$ cat config.mk
export PLATFORM = sky130hd
export DESIGN_NAME = utf8_stream_decoder_flat
export DESIGN_NICKNAME = d
export VERILOG_FILES = /design/src/hw/rtl/utf8sd_pkg.sv /design/src/hw/rtl/utf8sd_if.sv /design/src/hw/rtl/utf8sd_cfg.sv /design/src/hw/rtl/utf8sd_core.sv /design/src/hw/rtl/utf8sd_outq.sv /design/src/hw/rtl/utf8_stream_decoder.sv /design/src/flat_wrapper.sv
export SDC_FILE = /design/constraint.sdc
export NUM_CORES = 1
export LEC_CHECK = 0
export ABC_AREA = 1
export BUFFER_PORTS_ARGS = -buffer_cell sky130_fd_sc_hd__buf_2
export CORE_AREA = 5 5 149 151
export CTS_BUF_LIST = sky130_fd_sc_hd__clkbuf_2 sky130_fd_sc_hd__clkbuf_4 sky130_fd_sc_hd__clkbuf_8
export DETAILED_ROUTE_END_ITERATION = 10
export DIE_AREA = 0 0 154 156
export GPL_ROUTABILITY_DRIVEN = 0
export PLACE_DENSITY = 0.78
export SLEW_MARGIN = 0
export SYNTH_ARGS = -nofsm -noshare
export SYNTH_HDL_FRONTEND = slang
export SYNTH_SLANG_ARGS = --single-unit
$ cat constraint.sdc
create_clock -name clk -period 7.2 [get_ports clk]
set_clock_uncertainty 0.05 [all_clocks]
set_input_delay 0.72 -clock clk [delete_from_list [all_inputs] [get_ports clk]]
set_output_delay 0.72 -clock clk [all_outputs]
set_load 0.005 [all_outputs]
$ cat src/hw/rtl/utf8sd_pkg.sv
// Shared types and constants for the UTF-8 stream decoder.
// No dependencies; every other file of the decoder imports this package.
package utf8sd_pkg;

    localparam int BYTE_W     = 8;
    localparam int CP_W       = 21;
    localparam int UNITS_W    = 16;
    localparam int LEN_W      = 3;
    localparam int CFG_ADDR_W = 3;
    localparam int CFG_DATA_W = 32;

    // Result queue depth; must be a power of two so the pointers wrap freely.
    localparam int QDEPTH = 4;

    // Register indexes, taken from paddr[CFG_ADDR_W-1].
    localparam logic REG_NARROW   = 1'b0;
    localparam logic REG_CAPACITY = 1'b1;

    localparam logic [UNITS_W-1:0] CAPACITY_RESET = 16'hFFFF;

    localparam logic [CP_W-1:0] BAD_MARK     = 21'd63;
    localparam logic [CP_W-1:0] TWO_MIN      = 21'h00080;
    localparam logic [CP_W-1:0] TWO_MAX      = 21'h007FF;
    localparam logic [CP_W-1:0] THREE_MIN    = 21'h00800;
    localparam logic [CP_W-1:0] THREE_MAX    = 21'h0FFFD;
    localparam logic [CP_W-1:0] FOUR_MIN     = 21'h10000;
    localparam logic [CP_W-1:0] FOUR_MAX     = 21'h10FFFF;
    localparam logic [CP_W-1:0] SURR_HI_LO   = 21'h0D800;
    localparam logic [CP_W-1:0] SURR_HI_MID  = 21'h0DB7F;
    localparam logic [CP_W-1:0] SURR_PRIV_LO = 21'h0DB80;
    localparam logic [CP_W-1:0] SURR_HI_HI   = 21'h0DBFF;
    localparam logic [CP_W-1:0] SURR_LO_LO   = 21'h0DC00;
    localparam logic [CP_W-1:0] SURR_LO_MID  = 21'h0DF80;
    localparam logic [CP_W-1:0] SURR_LO_HI   = 21'h0DFFF;

    typedef struct packed {
        logic               narrow_mode;
        logic [UNITS_W-1:0] capacity_units;
    } cfg_t;

    typedef struct packed {
        logic [CP_W-1:0]    code_point;
        logic               string_end;
        logic [UNITS_W-1:0] units_written;
        logic               last_of_run;
    } result_t;

    // Up to two results produced by one decoded byte, in delivery order.
    typedef struct packed {
        logic [1:0] count;
        result_t    first;
        result_t    second;
    } push_t;

endpackage

$ cat src/hw/rtl/utf8sd_if.sv
// Valid/ready channel interfaces for the decoder's byte input and result output.
// Depends on utf8sd_pkg for field widths.
interface utf8sd_byte_if;
    import utf8sd_pkg::*;

    logic              valid;
    logic              ready;
    logic [BYTE_W-1:0] text_byte;

    modport source (output valid, output text_byte, input ready);
    modport sink   (input valid, input text_byte, output ready);
endinterface

interface utf8sd_res_if;
    import utf8sd_pkg::*;

    logic               valid;
    logic               ready;
    logic [CP_W-1:0]    code_point;
    logic               string_end;
    logic [UNITS_W-1:0] units_written;
    logic               last_of_run;

    modport source (output valid, output code_point, output string_end,
                    output units_written, output last_of_run, input ready);
    modport sink   (input valid, input code_point, input string_end,
                    input units_written, input last_of_run, output ready);
endinterface

$ cat src/hw/rtl/utf8sd_cfg.sv
// APB-style register block holding narrow_mode and capacity_units.
// Depends on utf8sd_pkg.
module utf8sd_cfg (
    input  logic                               clk,
    input  logic                               rst_n,
    input  logic                               psel,
    input  logic                               penable,
    input  logic                               pwrite,
    input  logic [utf8sd_pkg::CFG_ADDR_W-1:0]  paddr,
    input  logic [utf8sd_pkg::CFG_DATA_W-1:0]  pwdata,
    output logic [utf8sd_pkg::CFG_DATA_W-1:0]  prdata,
    output logic                               pready,
    output utf8sd_pkg::cfg_t                   cfg
);
    import utf8sd_pkg::*;

    logic               narrow_reg;
    logic [UNITS_W-1:0] capacity_reg;
    logic               wr_en;
    logic               reg_sel;

    assign pready  = 1'b1;
    assign wr_en   = psel && penable && pwrite && pready;
    assign reg_sel = paddr[CFG_ADDR_W-1];

    always_ff @(posedge clk or negedge rst_n)
    begin
        if (!rst_n)
        begin
            narrow_reg   <= 1'b0;
            capacity_reg <= CAPACITY_RESET;
        end
        else if (wr_en)
        begin
            case (reg_sel)
                REG_NARROW:   narrow_reg   <= pwdata[0];
                REG_CAPACITY: capacity_reg <= pwdata[UNITS_W-1:0];
                default:      ;
            endcase
        end
    end

    always_comb
    begin
        case (reg_sel)
            REG_NARROW:   prdata = {{(CFG_DATA_W-1){1'b0}}, narrow_reg};
            REG_CAPACITY: prdata = {{(CFG_DATA_W-UNITS_W){1'b0}}, capacity_reg};
            default:      prdata = '0;
        endcase
    end

    assign cfg.narrow_mode    = narrow_reg;
    assign cfg.capacity_units = capacity_reg;

endmodule

$ cat src/hw/rtl/utf8sd_core.sv
// Byte input register, sequence state and single-pass decode into up to two results.
// Depends on utf8sd_pkg.
module utf8sd_core (
    input  logic                          clk,
    input  logic                          rst_n,
    input  utf8sd_pkg::cfg_t              cfg,
    input  logic                          in_valid,
    output logic                          in_ready,
    input  logic [utf8sd_pkg::BYTE_W-1:0] in_byte,
    input  logic                          room,
    output utf8sd_pkg::push_t             push
);
    import utf8sd_pkg::*;

    logic               hold_valid_reg, hold_valid_next;
    logic [BYTE_W-1:0]  hold_byte_reg;
    logic [LEN_W-1:0]   bytes_pending_reg, bytes_pending_next;
    logic [LEN_W-1:0]   seq_len_reg, seq_len_next;
    logic [CP_W-1:0]    gathered_reg, gathered_next;
    logic [UNITS_W-1:0] given_count_reg, given_count_next;

    logic               fire;
    logic               accept;
    logic [BYTE_W-1:0]  b;
    logic [CP_W-1:0]    shifted;
    logic [LEN_W-1:0]   pend_dec;
    logic               g1_req, g1_bad, g1_emit;
    logic [CP_W-1:0]    g1_val, g1_cp;
    logic               lead_en;
    logic               l_end, l_req, l_bad, l_give, l_emit;
    logic [CP_W-1:0]    l_val, l_cp;
    logic [UNITS_W-1:0] count_mid;
    result_t            r1, r2;

    function automatic logic seq_bad(input logic [LEN_W-1:0] len, input logic [CP_W-1:0] v);
        logic bad;
        case (len)
            3'd2:    bad = !(v inside {[TWO_MIN:TWO_MAX]});
            3'd3:    bad = (v inside {SURR_HI_LO, SURR_HI_MID, SURR_PRIV_LO, SURR_HI_HI,
                                      SURR_LO_LO, SURR_LO_MID, SURR_LO_HI})
                           || !(v inside {[THREE_MIN:THREE_MAX]});
            3'd4:    bad = !(v inside {[FOUR_MIN:FOUR_MAX]});
            default: bad = 1'b1;
        endcase
        return bad;
    endfunction

    // Replacement mark for bad sequences, and for wide values in narrow mode.
    function automatic logic [CP_W-1:0] out_point(input logic bad, input logic narrow,
                                                  input logic [CP_W-1:0] v);
        return (bad || (narrow && (|v[CP_W-1:16]))) ? BAD_MARK : v;
    endfunction

    assign fire     = hold_valid_reg && room;
    assign in_ready = !hold_valid_reg || fire;
    assign accept   = in_valid && in_ready;

    always_comb
    begin
        if (accept)
            hold_valid_next = 1'b1;
        else if (fire)
            hold_valid_next = 1'b0;
        else
            hold_valid_next = hold_valid_reg;
    end

    always_comb
    begin
        b        = hold_byte_reg;
        shifted  = {gathered_reg[CP_W-7:0], b[5:0]};
        pend_dec = bytes_pending_reg - 3'd1;

        bytes_pending_next = bytes_pending_reg;
        seq_len_next       = seq_len_reg;
        gathered_next      = gathered_reg;
        g1_req  = 1'b0;
        g1_bad  = 1'b0;
        g1_val  = '0;
        lead_en = 1'b0;
        l_end   = 1'b0;
        l_req   = 1'b0;
        l_bad   = 1'b0;
        l_val   = '0;

        // Continuation path: a pending sequence either grows or is broken.
        if (bytes_pending_reg != '0)
        begin
            if (b[7:6] == 2'b10)
            begin
                gathered_next      = shifted;
                bytes_pending_next = pend_dec;
                if (pend_dec == '0)
                begin
                    g1_req        = 1'b1;
                    g1_val        = shifted;
                    g1_bad        = seq_bad(seq_len_reg, shifted);
                    seq_len_next  = '0;
                    gathered_next = '0;
                end
            end
            else
            begin
                // Broken sequence: one mark, then this byte starts over as a lead.
                bytes_pending_next = '0;
                seq_len_next       = '0;
                gathered_next      = '0;
                g1_req             = 1'b1;
                g1_bad             = 1'b1;
                lead_en            = 1'b1;
            end
        end
        else
        begin
            lead_en = 1'b1;
        end

        if (lead_en)
        begin
            if (b == '0)
            begin
                l_end              = 1'b1;
                bytes_pending_next = '0;
                seq_len_next       = '0;
                gathered_next      = '0;
            end
            else if (!b[7])
            begin
                l_req = 1'b1;
                l_val = {{(CP_W-BYTE_W){1'b0}}, b};
            end
            else if (!b[6])
            begin
                l_req = 1'b1;
                l_bad = 1'b1;
            end
            else
            begin
                if (!b[5])
                begin
                    seq_len_next  = 3'd2;
                    gathered_next = {{(CP_W-5){1'b0}}, b[4:0]};
                end
                else if (!b[4])
                begin
                    seq_len_next  = 3'd3;
                    gathered_next = {{(CP_W-4){1'b0}}, b[3:0]};
                end
                else if (!b[3])
                begin
                    seq_len_next  = 3'd4;
                    gathered_next = {{(CP_W-3){1'b0}}, b[2:0]};
                end
                else if (!b[2])
                begin
                    seq_len_next  = 3'd5;
                    gathered_next = '0;
                end
                else
                begin
                    seq_len_next  = 3'd6;
                    gathered_next = '0;
                end
                bytes_pending_next = seq_len_next - 3'd1;
            end
        end
    end

    // Capacity is checked for each point in order, so the second one sees the first.
    always_comb
    begin
        g1_cp     = out_point(g1_bad, cfg.narrow_mode, g1_val);
        g1_emit   = g1_req && (given_count_reg < cfg.capacity_units);
        count_mid = given_count_reg + {{(UNITS_W-1){1'b0}}, g1_emit};
        l_cp      = out_point(l_bad, cfg.narrow_mode, l_val);
        l_give    = l_req && (count_mid < cfg.capacity_units);
        l_emit    = l_end || l_give;

        if (l_end)
            given_count_next = '0;
        else
            given_count_next = count_mid + {{(UNITS_W-1){1'b0}}, l_give};

        r1.code_point    = g1_cp;
        r1.string_end    = 1'b0;
        r1.units_written = '0;
        r1.last_of_run   = !l_emit;

        r2.code_point    = l_end ? '0 : l_cp;
        r2.string_end    = l_end;
        r2.units_written = l_end ? count_mid : '0;
        r2.last_of_run   = 1'b1;

        push.count  = fire ? ({1'b0, g1_emit} + {1'b0, l_emit}) : 2'd0;
        push.first  = g1_emit ? r1 : r2;
        push.second = r2;
    end

    always_ff @(posedge clk or negedge rst_n)
    begin
        if (!rst_n)
        begin
            hold_valid_reg    <= 1'b0;
            bytes_pending_reg <= '0;
            seq_len_reg       <= '0;
            gathered_reg      <= '0;
            given_count_reg   <= '0;
        end
        else
        begin
            hold_valid_reg <= hold_valid_next;
            if (fire)
            begin
                bytes_pending_reg <= bytes_pending_next;
                seq_len_reg       <= seq_len_next;
                gathered_reg      <= gathered_next;
                given_count_reg   <= given_count_next;
            end
        end
    end

    always_ff @(posedge clk)
    begin
        if (accept)
            hold_byte_reg <= in_byte;
    end

    a_idle_state_clean: assert property (@(posedge clk) disable iff (!rst_n)
        (bytes_pending_reg == '0) |-> (seq_len_reg == '0 && gathered_reg == '0))
        else $error("no sequence pending but length or gathered bits left over");

    a_pending_below_len: assert property (@(posedge clk) disable iff (!rst_n)
        (bytes_pending_reg != '0) |-> (bytes_pending_reg < seq_len_reg))
        else $error("pending count not below sequence length");

    a_end_clears_count: assert property (@(posedge clk) disable iff (!rst_n)
        (fire && l_end) |=> (given_count_reg == '0))
        else $error("string end did not clear the count");

endmodule

$ cat src/hw/rtl/utf8sd_outq.sv
// Small result queue: takes up to two results per cycle, delivers one beat per cycle while the consumer is ready.
// Depends on utf8sd_pkg.
module utf8sd_outq (
    input  logic                clk,
    input  logic                rst_n,
    input  utf8sd_pkg::push_t   push,
    output logic                room,
    output logic                out_valid,
    input  logic                out_ready,
    output utf8sd_pkg::result_t out_data
);
    import utf8sd_pkg::*;

    localparam int PTR_W = $clog2(QDEPTH);
    localparam int CNT_W = $clog2(QDEPTH + 1);

    result_t            entries_reg [QDEPTH];
    logic [PTR_W-1:0]   wr_ptr_reg, wr_ptr_next;
    logic [PTR_W-1:0]   rd_ptr_reg, rd_ptr_next;
    logic [CNT_W-1:0]   count_reg, count_next;
    logic               pop;

    assign out_valid = (count_reg != '0);
    assign out_data  = entries_reg[rd_ptr_reg];
    assign pop       = out_valid && out_ready;
    // Room for the worst case of two results, judged before this cycle's pop.
    assign room      = (count_reg <= CNT_W'(QDEPTH - 2));

    always_comb
    begin
        wr_ptr_next = wr_ptr_reg + PTR_W'(push.count);
        rd_ptr_next = rd_ptr_reg + PTR_W'(pop);
        count_next  = count_reg + CNT_W'(push.count) - CNT_W'(pop);
    end

    always_ff @(posedge clk or negedge rst_n)
    begin
        if (!rst_n)
        begin
            wr_ptr_reg <= '0;
            rd_ptr_reg <= '0;
            count_reg  <= '0;
        end
        else
        begin
            wr_ptr_reg <= wr_ptr_next;
            rd_ptr_reg <= rd_ptr_next;
            count_reg  <= count_next;
        end
    end

    always_ff @(posedge clk)
    begin
        if (push.count != 2'd0)
            entries_reg[wr_ptr_reg] <= push.first;
        if (push.count == 2'd2)
            entries_reg[wr_ptr_reg + PTR_W'(1)] <= push.second;
    end

    a_push_needs_room: assert property (@(posedge clk) disable iff (!rst_n)
        (push.count != 2'd0) |-> room)
        else $error("results pushed without room in the queue");

    a_count_bound: assert property (@(posedge clk) disable iff (!rst_n)
        count_reg <= CNT_W'(QDEPTH))
        else $error("queue count above depth");

    a_ptr_consistent: assert property (@(posedge clk) disable iff (!rst_n)
        wr_ptr_reg == rd_ptr_reg + count_reg[PTR_W-1:0])
        else $error("queue pointers disagree with the count");

endmodule

$ cat src/hw/rtl/utf8_stream_decoder.sv
// UTF-8 stream decoder. An accepted byte is held in the core's hold register and its
// results then go into the result queue. Throughput: one byte per cycle while each byte
// gives at most one result and the consumer is ready; a byte that gives two results
// takes two output beats of the result queue. Reset (rst_n low, asynchronous): no
// sequence pending, count zero, queue empty, narrow_mode 0 and capacity_units 65535.
module utf8_stream_decoder (
    input  logic                               clk,
    input  logic                               rst_n,
    utf8sd_byte_if.sink                        text_in,
    utf8sd_res_if.source                       result_out,
    input  logic                               psel,
    input  logic                               penable,
    input  logic                               pwrite,
    input  logic [utf8sd_pkg::CFG_ADDR_W-1:0]  paddr,
    input  logic [utf8sd_pkg::CFG_DATA_W-1:0]  pwdata,
    output logic [utf8sd_pkg::CFG_DATA_W-1:0]  prdata,
    output logic                               pready
);
    import utf8sd_pkg::*;

    // The data path has three parts. The register block holds the two settings.
    // The core registers each incoming beat and, in one shallow pass, resolves it
    // against the pending multi-byte sequence: a finished or broken sequence yields
    // a point or the '?' mark, and the byte itself may then act as a lead, a plain
    // ASCII point, a stray continuation or the string terminator. Both candidate
    // results pass the capacity check in order and are pushed together.
    // The result queue parts the output handshake from the core, so the core keeps
    // taking bytes while earlier results wait for the consumer, as long as the queue has room.

    cfg_t    cfg;
    push_t   push;
    logic    room;
    result_t q_data;

    utf8sd_cfg u_cfg (
        .clk     (clk),
        .rst_n   (rst_n),
        .psel    (psel),
        .penable (penable),
        .pwrite  (pwrite),
        .paddr   (paddr),
        .pwdata  (pwdata),
        .prdata  (prdata),
        .pready  (pready),
        .cfg     (cfg)
    );

    utf8sd_core u_core (
        .clk      (clk),
        .rst_n    (rst_n),
        .cfg      (cfg),
        .in_valid (text_in.valid),
        .in_ready (text_in.ready),
        .in_byte  (text_in.text_byte),
        .room     (room),
        .push     (push)
    );

    utf8sd_outq u_outq (
        .clk       (clk),
        .rst_n     (rst_n),
        .push      (push),
        .room      (room),
        .out_valid (result_out.valid),
        .out_ready (result_out.ready),
        .out_data  (q_data)
    );

    // The end-of-run flag marks the final result of each input byte.
    assign result_out.code_point    = q_data.code_point;
    assign result_out.string_end    = q_data.string_end;
    assign result_out.units_written = q_data.units_written;
    assign result_out.last_of_run   = q_data.last_of_run;

endmodule
$ cat src/flat_wrapper.sv
// flat-port wrapper written by rule: the top's interface ports become plain ports
module utf8_stream_decoder_flat import utf8sd_pkg::*;
  (clk, rst_n, psel, penable, pwrite, paddr, pwdata, prdata, pready, text_in_valid, text_in_text_byte, text_in_ready, result_out_valid, result_out_code_point, result_out_string_end, result_out_units_written, result_out_last_of_run, result_out_ready);
  utf8sd_byte_if text_in_i ();
  utf8sd_res_if result_out_i ();
  input  logic clk;
  input  logic rst_n;
  input  logic psel;
  input  logic penable;
  input  logic pwrite;
  input  logic [utf8sd_pkg::CFG_ADDR_W-1:0] paddr;
  input  logic [utf8sd_pkg::CFG_DATA_W-1:0] pwdata;
  output logic [utf8sd_pkg::CFG_DATA_W-1:0] prdata;
  output logic pready;
  input wire logic [$bits(text_in_i.valid)-1:0] text_in_valid;
  input wire logic [$bits(text_in_i.text_byte)-1:0] text_in_text_byte;
  output wire logic [$bits(text_in_i.ready)-1:0] text_in_ready;
  output wire logic [$bits(result_out_i.valid)-1:0] result_out_valid;
  output wire logic [$bits(result_out_i.code_point)-1:0] result_out_code_point;
  output wire logic [$bits(result_out_i.string_end)-1:0] result_out_string_end;
  output wire logic [$bits(result_out_i.units_written)-1:0] result_out_units_written;
  output wire logic [$bits(result_out_i.last_of_run)-1:0] result_out_last_of_run;
  input wire logic [$bits(result_out_i.ready)-1:0] result_out_ready;
  assign text_in_i.valid = text_in_valid;
  assign text_in_i.text_byte = text_in_text_byte;
  assign text_in_ready = text_in_i.ready;
  assign result_out_valid = result_out_i.valid;
  assign result_out_code_point = result_out_i.code_point;
  assign result_out_string_end = result_out_i.string_end;
  assign result_out_units_written = result_out_i.units_written;
  assign result_out_last_of_run = result_out_i.last_of_run;
  assign result_out_i.ready = result_out_ready;
  utf8_stream_decoder u_core (.clk(clk), .rst_n(rst_n), .text_in(text_in_i), .result_out(result_out_i), .psel(psel), .penable(penable), .pwrite(pwrite), .paddr(paddr), .pwdata(pwdata), .prdata(prdata), .pready(pready));
endmodule
==> impl_metrics.tcl <==
set metrics [dict create \
    synthArstFlopShare_pct 27.43 \
    clockBufferDepth 3 \
    cp-start-kind "flip-flop" \
    gr-usage-all-layers_pct 25.93 \
    worst-path-stages 31 \
    dieArea_sq_um 24020 \
    die_y_um 156 \
    ctsResizeCount 0 \
    post-route-min-period_ns 6.676 \
    synth.yosys.seq_area_share_pct 48.44 \
    cts_root_buf "clkbuf_8" \
    max_freq_mhz 149.8 \
    leakagePower_nw 6.106 \
    synth_edf_count 104 \
    status "finished clean" \
    slew_viol_final 0 \
    largest_register_ffs 156 \
    cts-hold-fix-buffers 0 \
    core_area_sq_um 20690 \
    die_w_um 154 \
    grt_max_degree 81 \
    cp.required_ns 7.61 \
    powerDensity_nw_per_um2 424.1 \
    cap_viol_max_count 0 \
    drt_iter0_markers 1290 \
    critical-path-slowest-cell "nand3_2" \
    hold_viol 0 \
    ir_worst_vdd_uv 267.4 \
    syn2layout_area_growth_pct 12.41 \
    grt_setup_unrepaired "false" \
    yosysUniqueCellTypes 52 \
    finalCritPeriodShare_pct 92.72 \
    hpwl_um 21130 \
    overflow 0 \
    ys.flop_type "edfxtp_1" \
    synth_area_sq_um 12170 \
    reg2reg_depth 31 \
    fillers 1699 \
    path_clk_slew_ns 0.07 \
    netlist_instances 1482 \
    antenna_found_initial 0 \
    drc 0 \
    hold_class "primary input to asynchronous set/reset pin" \
    critical_path.top_delay_family "simple AND/OR/NAND/NOR gates" \
    diodes 0 \
    cts_tree "done" \
    setup_ws_ns 0.5243 \
    drt_first_pass_iters 6 \
    timing.critical_path.buf_inv 9 \
    dp_slack_ns 0.6671 \
    fin_nets 1668 \
    wire_per_inst_um 16.85 \
    cts_setup_buffers 0 \
    drt-total-wl_um 31630 \
    cp_slowest_stage_delay_ns 0.39 \
    clock_latency_ns 0.54 \
    grt_pass1_vias 10195 \
    num_vias 10995 \
    numCtsBuffers 38 \
    port_buffers 88 \
    synth.avg_cell_area_sq_um 8.212 \
    finalSetupTns_ns 0 \
    cts_sinks 226 \
    io_pins 124 \
    drive_gt1_share_pct 14.86 \
    criticalPathCategory "flip-flop to flip-flop" \
    final_antenna_net_count 0 \
    relSlewSlack_pct 18.13 \
    grt_pass1_wl_um 51230 \
    arrival_ns 7.08 \
    num_rows 53 \
    critPathMaxFanout 15 \
    cts_htree_levels 2 \
    start_util_pct 58.82 \
    cp_common_cell "inv_1" \
    viasPerCell 5.858 \
    worst_pin_slew_ns 1.219 \
    setup_violations 0 \
    yosys_warnings 0 \
    ys_ff_latch 226 \
    crit_path_end_kind "flip-flop" \
]
layout by cell type (no fill, tap or decap), types with 2 or more instances in the layout:
| master | instances |
|---|---|
| o221ai_1 | 2 |
| conb_1 | 17 |
| or2_2 | 3 |
| dfstp_2 | 16 |
| xor2_1 | 13 |
| nand2_2 | 4 |
| a22oi_1 | 12 |
| clkbuf_4 | 12 |
| o21ai_0 | 166 |
| dfxtp_1 | 60 |
| o31ai_1 | 2 |
| inv_1 | 147 |
| o22ai_1 | 54 |
| inv_2 | 8 |
| dfrtp_1 | 45 |
| bufinv_16 | 2 |
| nand2_1 | 220 |
| nor2_2 | 6 |
| buf_2 | 88 |
| ha_1 | 44 |
| a21oi_1 | 88 |
| inv_6 | 2 |
| nor2_8 | 2 |
| a211oi_1 | 2 |
| o21ai_1 | 6 |
| nand3_1 | 84 |
| edfxtp_1 | 104 |
| nor3_4 | 4 |
| clkinv_1 | 4 |
| buf_12 | 2 |
| nor3_1 | 10 |
| nor2_1 | 236 |
| buf_4 | 29 |
| xnor2_1 | 3 |
| o211ai_1 | 3 |
| nand4_1 | 31 |
| o211ai_4 | 3 |
| clkbuf_8 | 43 |
| clkinv_2 | 5 |
layout make-up:
type	count	area (sq um)	area share, %
Clock buffer	55	681.9	4.984
Clock inverter	14	125.1	0.9146
Inverter	156	588.1	4.299
Multi-Input combinational cell	1032	5346	39.08
Sequential cell	226	5897	43.10
Tap cell	275	344.1	2.515
Timing Repair Buffer	119	698.2	5.103
final timing paths:
path / startpoint / end / slack (ns)
worst max-delay path: u_core.u_core.bytes_pending_reg[1]$_DFFE_PN0P_ / u_core.u_outq.entries_reg[0][38]$_SDFFE_PP0P_ / 0.52
worst min-delay path: rst_n / u_core.u_core.given_count_reg[12]$_DFFE_PN0P_ / 0.31
worst max register to register: u_core.u_core.bytes_pending_reg[1]$_DFFE_PN0P_ / u_core.u_outq.entries_reg[0][38]$_SDFFE_PP0P_ / 0.52
worst min register to register: u_core.u_outq.entries_reg[2][30]$_SDFFE_PP0N_ / u_core.u_outq.entries_reg[2][30]$_SDFFE_PP0N_ / 0.41
max in group asynchronous: rst_n / u_core.u_outq.rd_ptr_reg[0]$_DFF_PN0_ / 6.19
min in group clk: text_in_text_byte[5] / u_core.u_core.b[5]$_DFFE_PP_ / 0.32
per-layer routing:
layer  wire length, um  global-route usage (%)  vias up
met5                 0                       0        -
met4               776                   7.359        0
met3              3084                   4.632       78
met2             14530                   42.01      602
met1             13240                   36.19     5131
li1                  -                       -     5184
worst reg2reg max path: cells and delay by family (launching register included):
| kind | cells | cell delay (ns) |
|---|---|---|
| adders and majority gates | 5 | 1.32 |
| and+or+nand+nor | 10 | 1.99 |
| DFF | 1 | 0.36 |
| buffers and inverters | 9 | 1.64 |
| AOI/OAI and AO/OA | 7 | 1.24 |
power by group:
part | total [mW] | internal (mW) | switching (mW)
clock | 1.21 | 0.686 | 0.523
combinational | 2.56 | 0.824 | 1.73
sequential | 2.04 | 1.82 | 0.214
metrics by stage:
step / utilization (%) / cells / hold slack [ns] / power (mW) / instance area, sq um
3_3_place_gp: 62.22 / 1808 / 0.3826 / 4.485 / 12870
2_1_floorplan: - / 1497 / 0.3731 / 3.716 / 12230
3_5_place_dp: 62.22 / 1808 / 0.3900 / 4.573 / 12870
4_1_cts: 66.12 / 1877 / 0.2866 / 5.792 / 13680
6_report: 66.12 / 1877 / 0.3075 / 5.802 / 13680
5_1_grt: 66.12 / 1877 / 0.2975 / 6.213 / 13680
logic make-up after synthesis:
kind of cell | Yosys count | synth area share (%)
AOI/OAI and AO/OA | 348 | 16.01
DFF | 226 | 48.44
buffers and inverters | 239 | 8.091
other | 2 | 0.06171
adders and majority gates | 45 | 4.688
and+or+nand+nor | 606 | 21.56
xor gates and xnor gates | 16 | 1.151
synth_stat cells (all sizes together) (2+ instances only):
cell	number	share of area, %
dfrtp	46	9.5
o31ai	2	0.12
nand4	31	1.6
o221ai	2	0.14
nand2	225	7.1
ha	44	4.5
nor3	14	0.95
inv	156	4.8
nor2	244	7.9
o21ai	172	7.1
o211ai	7	0.81
buf	33	1.7
conb	2	0.062
o22ai	54	2.8
a211oi	2	0.12
edfxtp	104	26
dfstp	16	3.5
a21oi	89	3.7
nand3	85	3.5
a22oi	12	0.74
or2	4	0.21
dfxtp	60	9.9
xor2	13	0.94
clkbuf	50	1.5
xnor2	3	0.22
Note: power is estimated with default switching activity, not from simulation.
